File: config.mk
export PLATFORM = sky130hd
export DESIGN_NAME = pbtl_front
export DESIGN_NICKNAME = d
export VERILOG_FILES = /design/src/design/portset_binding_table_lookup_defines.svh /design/src/design/pbtl_pkg.sv /design/src/design/pbtl_front.sv
export SDC_FILE = /design/constraint.sdc
export NUM_CORES = 1
export LEC_CHECK = 0
export BUFFER_PORTS_ARGS = -buffer_cell sky130_fd_sc_hd__buf_2
export CAP_MARGIN = 10
export CORE_ASPECT_RATIO = 0.8
export CORE_UTILIZATION = 40
export CTS_CLUSTER_SIZE = 8
export DETAILED_ROUTE_END_ITERATION = 8
export GPL_TIMING_DRIVEN = 0
export PLACE_DENSITY = 0.68
export SYNTH_ARGS = -nofsm -noshare
export SYNTH_HDL_FRONTEND = slang
export SYNTH_SLANG_ARGS = --single-unit
File: constraint.sdc
create_clock -name clk -period 20.7 [get_ports clk]
set_input_delay 0 -clock clk [delete_from_list [all_inputs] [get_ports clk]]
set_output_delay 0 -clock clk [all_outputs]
set_load 0.02 [all_outputs]
File: src/design/portset_binding_table_lookup_defines.svh
// Assertion macros for the binding table.
`ifndef PORTSET_BINDING_TABLE_LOOKUP_DEFINES_SVH
`define PORTSET_BINDING_TABLE_LOOKUP_DEFINES_SVH

// Same-cycle implication, checked out of reset.
`define PBTL_ASSERT_NOW(lbl, ant, cons, msg) \
	lbl: assert property (@(posedge clk) disable iff (!arst_n) (ant) |-> (cons)) \
		else $error(msg);

// Next-cycle implication, checked out of reset.
`define PBTL_ASSERT_NEXT(lbl, ant, cons, msg) \
	lbl: assert property (@(posedge clk) disable iff (!arst_n) (ant) |=> (cons)) \
		else $error(msg);

`endif

File: src/design/pbtl_pkg.sv
package pbtl_pkg;

	localparam logic [2:0] FUNC_INSERT = 3'd0;
	localparam logic [2:0] FUNC_REMOVE = 3'd1;
	localparam logic [2:0] FUNC_FIND   = 3'd2;
	localparam logic [2:0] FUNC_FLUSH  = 3'd3;
	localparam logic [2:0] FUNC_COUNT  = 3'd4;

	typedef enum logic [2:0] {
		OP_INSERT,
		OP_REMOVE,
		OP_FIND,
		OP_FLUSH,
		OP_COUNT
	} op_t;

	typedef enum logic [2:0] {
		ST_IDLE,
		ST_SCAN,
		ST_DRAIN,
		ST_APPLY,
		ST_RDWAIT,
		ST_DONE
	} st_t;

	typedef struct packed {
		logic [2:0]  func;
		logic [31:0] ipv4_addr;
		logic [15:0] portset_mask;
		logic [15:0] portset_index;
		logic [15:0] port;
		logic [63:0] initiator_v6_hi;
		logic [63:0] initiator_v6_lo;
		logic [63:0] concentrator_v6_hi;
		logic [63:0] concentrator_v6_lo;
	} req_t;

	typedef struct packed {
		logic        hit;
		logic        status;
		logic [6:0]  live_entries;
		logic [63:0] found_initiator_hi;
		logic [63:0] found_initiator_lo;
		logic [63:0] found_concentrator_hi;
		logic [63:0] found_concentrator_lo;
	} rsp_t;

	typedef struct packed {
		logic [31:0] ipv4;
		logic [15:0] mask;
		logic [15:0] index;
	} key_t;

	typedef struct packed {
		logic [63:0] ini_hi;
		logic [63:0] ini_lo;
		logic [63:0] con_hi;
		logic [63:0] con_lo;
	} pay_t;

	typedef struct packed {
		op_t         op;
		key_t        key;
		logic [15:0] port;
		pay_t        pay;
	} cmd_t;

	// Handshake between the queue and the engine.
	typedef struct packed {
		logic valid;
		cmd_t cmd;
	} cmd_if_t;

endpackage

File: src/design/pbtl_front.sv
module pbtl_front (
	input  logic           clk,
	input  logic           arst_n,
	input  logic           req_valid,
	output logic           req_stall,
	input  pbtl_pkg::req_t req,
	output pbtl_pkg::cmd_if_t cmd_out,
	input  logic           cmd_take
);
	import pbtl_pkg::*;

	cmd_t       q_mem_q [2];
	logic       wr_ptr_q;
	logic       rd_ptr_q;
	logic [1:0] cnt_q;
	cmd_t       cls;
	logic       push;
	logic       pop;

	always_comb begin
		case (req.func)
			FUNC_INSERT: cls.op = OP_INSERT;
			FUNC_REMOVE: cls.op = OP_REMOVE;
			FUNC_FIND:   cls.op = OP_FIND;
			FUNC_FLUSH:  cls.op = OP_FLUSH;
			FUNC_COUNT:  cls.op = OP_COUNT;
			default:     cls.op = OP_COUNT;
		endcase
		cls.key.ipv4   = req.ipv4_addr;
		cls.key.mask   = req.portset_mask;
		cls.key.index  = req.portset_index;
		cls.port       = req.port;
		cls.pay.ini_hi = req.initiator_v6_hi;
		cls.pay.ini_lo = req.initiator_v6_lo;
		cls.pay.con_hi = req.concentrator_v6_hi;
		cls.pay.con_lo = req.concentrator_v6_lo;
	end

	assign req_stall     = (cnt_q == 2'd2);
	assign push          = req_valid && !req_stall;
	assign cmd_out.valid = (cnt_q != 2'd0);
	assign cmd_out.cmd   = q_mem_q[rd_ptr_q];
	assign pop           = cmd_out.valid && cmd_take;

	always_ff @(posedge clk) begin
		if (push) begin
			q_mem_q[wr_ptr_q] <= cls;
		end
	end

	always_ff @(posedge clk or negedge arst_n) begin
		if (!arst_n) begin
			wr_ptr_q <= 1'b0;
			rd_ptr_q <= 1'b0;
			cnt_q    <= 2'd0;
		end else begin
			if (push) begin
				wr_ptr_q <= !wr_ptr_q;
			end
			if (pop) begin
				rd_ptr_q <= !rd_ptr_q;
			end
			cnt_q <= cnt_q + {1'b0, push} - {1'b0, pop};
		end
	end

endmodule

Yosys cells after proc, flatten, opt, wreduce, memory -nomap -nowiden
Memory sizes are Yosys's and may differ from the RTL's.
Index checks and enable logic that the tools add are counted.
- register bits after elaboration: 4
- bits in writable memories: 678
- input port bits: 343
- output and inout bits: 341
- logic and storage cells: 20
- memories kept: 1
- $add $sub $neg: 2
- equal/unequal tests: 4
- multiplexer cells: 3
- reductions and logical operators: 7
- memories (name ; words ; bits a word ; read ports ; clocked after Yosys merged registers in ; write ports ; RTL line ; text):
    q_mem_q ; 2 ; 339 ; 1 ; 0 ; 1 ; pbtl_front.sv:12 ; cmd_t q_mem_q [2];
- operators with widths (kind ; number):
    $pmux 3 s4 ; 1
    $eq 3x2->1 const B ; 2
    $eq 3x1->1 const B ; 1
    $logic_not 1->1 ; 3
    $logic_not 3->1 ; 1
    $add 2x1->2 ; 1
    $eq 2x2->1 const B ; 1
    $logic_and 1x1->1 ; 2
    $mux 1 ; 2
    $reduce_bool 2->1 ; 1
    $sub 2x1->2 ; 1

Depth between registers and ports, before layout
- depth after elaboration: 5
- gate-level depth with buffers: 7

Least setup slack after synthesis
No wires, ideal clock.
- kind: register to register
- start point: register cnt_q[1]
- end point: memory q_mem_q[0][0] in the netlist's numbering, enable pin
- setup time: 1.046 ns
- data arrival time: 14.620 ns
- data required time: 19.654 ns
- path slack: 5.034 ns
- cell stages (with the launch flop): 4
- path buffers: 0
- period minus slack after synthesis: 15.666 ns
- path through: dfrtp_1 -> nand2b_1 -> nand2_1 -> nor2_1
- longest elaborated chain between the ends: 5
- ends and longest elaborated chain (what ; RTL line ; text):
    from (decl) ; pbtl_front.sv:15 ; logic [1:0] cnt_q;
    from (signal assigned) ; pbtl_front.sv:63 ; cnt_q <= cnt_q + {1'b0, push} - {1'b0, pop};
    $eq 2x2->1 ; pbtl_front.sv:39 ; assign req_stall = (cnt_q == 2'd2);
    $logic_not 1->1 ; pbtl_front.sv:40 ; assign push = req_valid && !req_stall;
    $logic_and 1x1->1 ; pbtl_front.sv:40 ;
    $mux 1 ; pbtl_front.sv:46 ; if (push) begin
    $mux 1 (not written as such) ; pbtl_front.sv:47 ; q_mem_q[wr_ptr_q] <= cls;
    to (decl) ; pbtl_front.sv:12 ;
Every way passes these cells.

Final worst setup path
- start point: register cnt_q[1]
- end point: memory q_mem_q[0][84] in the netlist's numbering, enable pin
The elaborated chain is that of the path after synthesis.

==> Flow_metrics.wiki <==
{| class="wikitable"
! Metric !! Value
|-
| Final worst-path cycle share || 13.7%
|-
| Die Span Y || 231 um
|-
| Netlist area before placement || 0.0262 mm2
|-
| Routability congestion estimate || 0.808
|-
| Antenna-violating nets left || 0
|-
| Worst-case setup slack after placement || 17.88 ns
|-
| Congestion Overflow GR || 0
|-
| Summed negative setup slack over all endpoints || 0 ns
|-
| HPWL after detailed placement || 42800 um
|-
| FP Rows || 83
|-
| Post-synth net total || 1421
|-
| Fmax || 353 MHz
|-
| Setup repair after global routing missed its margin || no
|-
| Cell type group with the largest total delay on the critical path || buffers and inverters
|-
| First-pass iteration count of the detailed router || 7
|-
| Worst-case headroom to the max-slew limit || 51.5%
|-
| Total core area || 0.0645 mm2
|-
| Nature of the critical path endpoint || flop
|-
| Post-route clock skew || 0.0241 ns
|-
| Max Cap Viol || 0
|-
| Setup Buffers After CTS || 0
|-
| Combined global-route utilization of all metal layers || 18.9%
|-
| Slack of the worst reg-to-reg path || 17.87 ns
|-
| Max H-tree Level || 3
|-
| Final Max Tran Viols || 0
|-
| Worst Setup SP || cnt_q[1]$_DFF_PN0_
|-
| Startpoint of the most critical register-to-register path || cnt_q[1]$_DFF_PN0_
|-
| TritonCTS clock tree || yes
|-
| Setup CP Type || flop to flop
|-
| Area delta synth->final || 41.6%
|-
| Maximum count of clock buffers along a single path || 3
|-
| Number of failing setup endpoints in the final timing report || 0
|-
| Largest net degree at the start of global routing || 66
|-
| Relative contribution of sequential cells to total power || 36.5%
|-
| Port bufs || 683
|-
| Number of top-level pins || 684
|-
| Initial antenna violation count || 6
|-
| Run status || finished, violations left
|-
| Vias in the first global route || 16000
|-
| Count of synthesis-stage warnings from yosys || 0
|-
| Number of storage elements in the synthesis netlist || 682
|-
| Delay contributed by the slowest stage of the critical path || 0.54 ns
|-
| Die outline area || 0.0666 mm2
|-
| Total clock sinks || 682
|-
| Violated checks || design-rule violations
|-
| Final worst path period need || 2.83 ns
|-
| Post-layout net count || 2561
|-
| Avg Inst Size Synth || 24.4 um2
|-
| Clk_lat worst skew || 0.62 ns
|-
| Total via count in the routed design || 14500
|-
| Cells on worst reg2reg path || 8
|-
| Critical Path RT || 21.00 ns
|-
| Clock Power Share || 25.7%
|-
| Net switching share of the total power || 32.3%
|-
| Drt initial violations || 764
|-
| Cell Chain, Critical Path || nand2b_1, nand2_1, nor2_4, buf_12, buf_12, buf_12, buf_12, buf_12
|-
| HP Class || primary input to flop
|-
| Kind of start point of the critical path || flop
|-
| Highest net fanout along the worst path || 32
|-
| Ratio of total power to cell area || 145 mW/mm2
|-
| Count of cell types in the netlist || 19
|-
| CTS clk-pin slew, worst paths || 0.06 ns
|-
| Number of cells on the critical path || 8
|-
| Arrival time worst endpoint || 3.13 ns
|-
| Hold buffers post-CTS || 343
|-
| Overall routed net length || 64700 um
|-
| Residual DRC || 29
|-
| Crit path to || q_mem_q[0][84]$_DFFE_PP_
|-
| Largest area contributor in the synthesized netlist || edfxtp_1
|-
| First-pass GRT wire length || 93900 um
|-
| Detail-routed via count per cell || 4.70
|-
| Sequential share of the synthesized area || 78.1%
|-
| Die Span X || 288 um
|-
| Library cell used as clock root buffer || clkbuf_16
|-
| Peak supply drop || 0.121 mV
|-
| Number of buffer and inverter stages on the critical path || 5
|-
| Largest cells by area after synthesis || edfxtp_1 78%, mux2_4 17%, buf_12 2.5%
|-
| Internal Dissipation || 3.64 mW
|-
| Share of cells above drive strength 1 || 53.0%
|-
| Drt wl/cell || 21.0 um
|-
| Static power due to leakage || 14.9 nW
|-
| Gate power share || 37.8%
|-
| Post-CTS resize count || 0
|-
| Critical Path Most Common Cell || buf_12
|-
| Fill cell total of the finished layout || 4678
|-
| Endpoints failing hold || 0
|-
| Fraction of synthesized cell area taken by the top area cell type || 77.7%
|-
| Setup ws final || 17.87 ns
|-
| Inserted Clock Buffers || 95
|-
| Slew @ Worst Pin || 0.727 ns
|-
| Critical Path Slowest Stage Cell || nor2_4
|-
| Number of instances in the synthesized netlist || 1076
|-
| Reported net switching power || 1.74 mW
|-
| Critical register-to-register path endpoint || q_mem_q[0][84]$_DFFE_PP_
|-
| Initial core utilization || 40.6%
|}
-- Yosys cell counts --
master	count
mux2_2	39
or2_2	1
nor2_1	1
buf_6	1
nand2_1	1
nor2b_1	2
and2_1	1
ha_1	2
xor2_1	1
mux2_4	300
nand2b_1	1
buf_2	4
dfrtp_1	4
inv_1	2
xnor2_1	3
buf_12	33
edfxtp_1	678
clkbuf_1	1
and3_1	1
-- state kept, by name (all words and copies together), names as in the netlist --
name	count
q_mem_q	678
cnt_q	2
rd_ptr_q	1
wr_ptr_q	1
-- power groups by stage --
stage	combinational (mW)	clock, mW	sequential (mW)
final	2.03	1.38	1.96
after global routing	2.13	1.46	1.98
after CTS	2.05	1.40	1.96
after detailed placement	1.98	0	1.98
after global placement	1.90	0	2.24
after floorplan	1.37	0	2.13
-- logic make-up (layout without fill, tap and decap cells) --
logic type	after synthesis	after routing	share of synthesized area [%]
simple gates	8	8	0.172
xor+xnor	4	4	0.134
buf+inv	41	1198	2.68
mux	339	339	18.9
other cells	0	2	0
fa+ha+maj	2	2	0.0955
flops	682	682	78.1
-- cell usage in the layout, fill, tap and decap left out --
cell | Yosys | layout
and2_1 | 1 | 1
and3_4 | 0 | 1
buf_12 | 33 | 43
buf_16 | 0 | 7
buf_2 | 4 | 687
buf_6 | 1 | 1
clkbuf_1 | 1 | 12
clkbuf_16 | 0 | 97
clkbuf_8 | 0 | 1
clkinv_16 | 0 | 1
clkinv_2 | 0 | 1
clkinv_8 | 0 | 1
dfrtp_1 | 4 | 4
diode_2 | 0 | 2
dlygate4sd3_1 | 0 | 343
edfxtp_1 | 678 | 678
ha_1 | 2 | 2
inv_1 | 2 | 2
inv_16 | 0 | 2
mux2_2 | 39 | 39
mux2_4 | 300 | 300
nand2_1 | 1 | 1
nand2b_1 | 1 | 1
nor2_4 | 0 | 1
nor2b_1 | 2 | 2
or2_2 | 1 | 1
xnor2_1 | 3 | 3
xor2_1 | 1 | 1
-- metrics by stage --
step,power [mW],cells,cell area (um2),utilization [%],hold slack [ns]
CTS,5.41,3083,37100,57.5,0.0530
detailed placement,3.97,2626,31100,48.2,-0.189
global route,5.58,3085,37100,57.5,0.0707
finish,5.37,3085,37100,57.5,0.0955
floorplan,3.50,1076,26200,-,-0.296
global placement,4.14,2609,30700,47.6,-0.192
-- per-layer routing --
metal | track usage (%) | routed length (um) | up-vias
met1 | 20.9 | 24000 | 7271
met3 | 4.70 | 3740 | 150
met4 | 8.66 | 2440 | 8
met5 | 0 | 40 | -
li1 | - | - | 6560
met2 | 34.1 | 34500 | 518
-- final cells by class --
cell class | count | area [um2] | share of cell area, %
diodes | 2 | 5.00 | 0.0135
plain buffers | 39 | 696 | 1.87
clock buffers | 109 | 2480 | 6.69
clock inverters | 5 | 91.3 | 0.246
inverters | 2 | 7.51 | 0.0202
multi-input cells | 353 | 5060 | 13.6
flip-flops and latches | 682 | 20500 | 55.1
well taps | 850 | 1060 | 2.87
repair buffers | 1043 | 7240 | 19.5
-- worst min-delay path by stage --
stage,slack (ns),from,to,cells after the start
floorplan,-0.30,arst_n,cnt_q[0]$_DFF_PN0_,0
global placement,-0.19,arst_n,cnt_q[0]$_DFF_PN0_,1
detailed placement,-0.19,arst_n,cnt_q[0]$_DFF_PN0_,1
CTS,0.05,req[316],q_mem_q[1][316]$_DFFE_PP_,2
global route,0.07,req[162],q_mem_q[0][162]$_DFFE_PP_,2
finish,0.1,req[316],q_mem_q[1][316]$_DFFE_PP_,2
No activity file was read; power rests on OpenSTA's default activity.
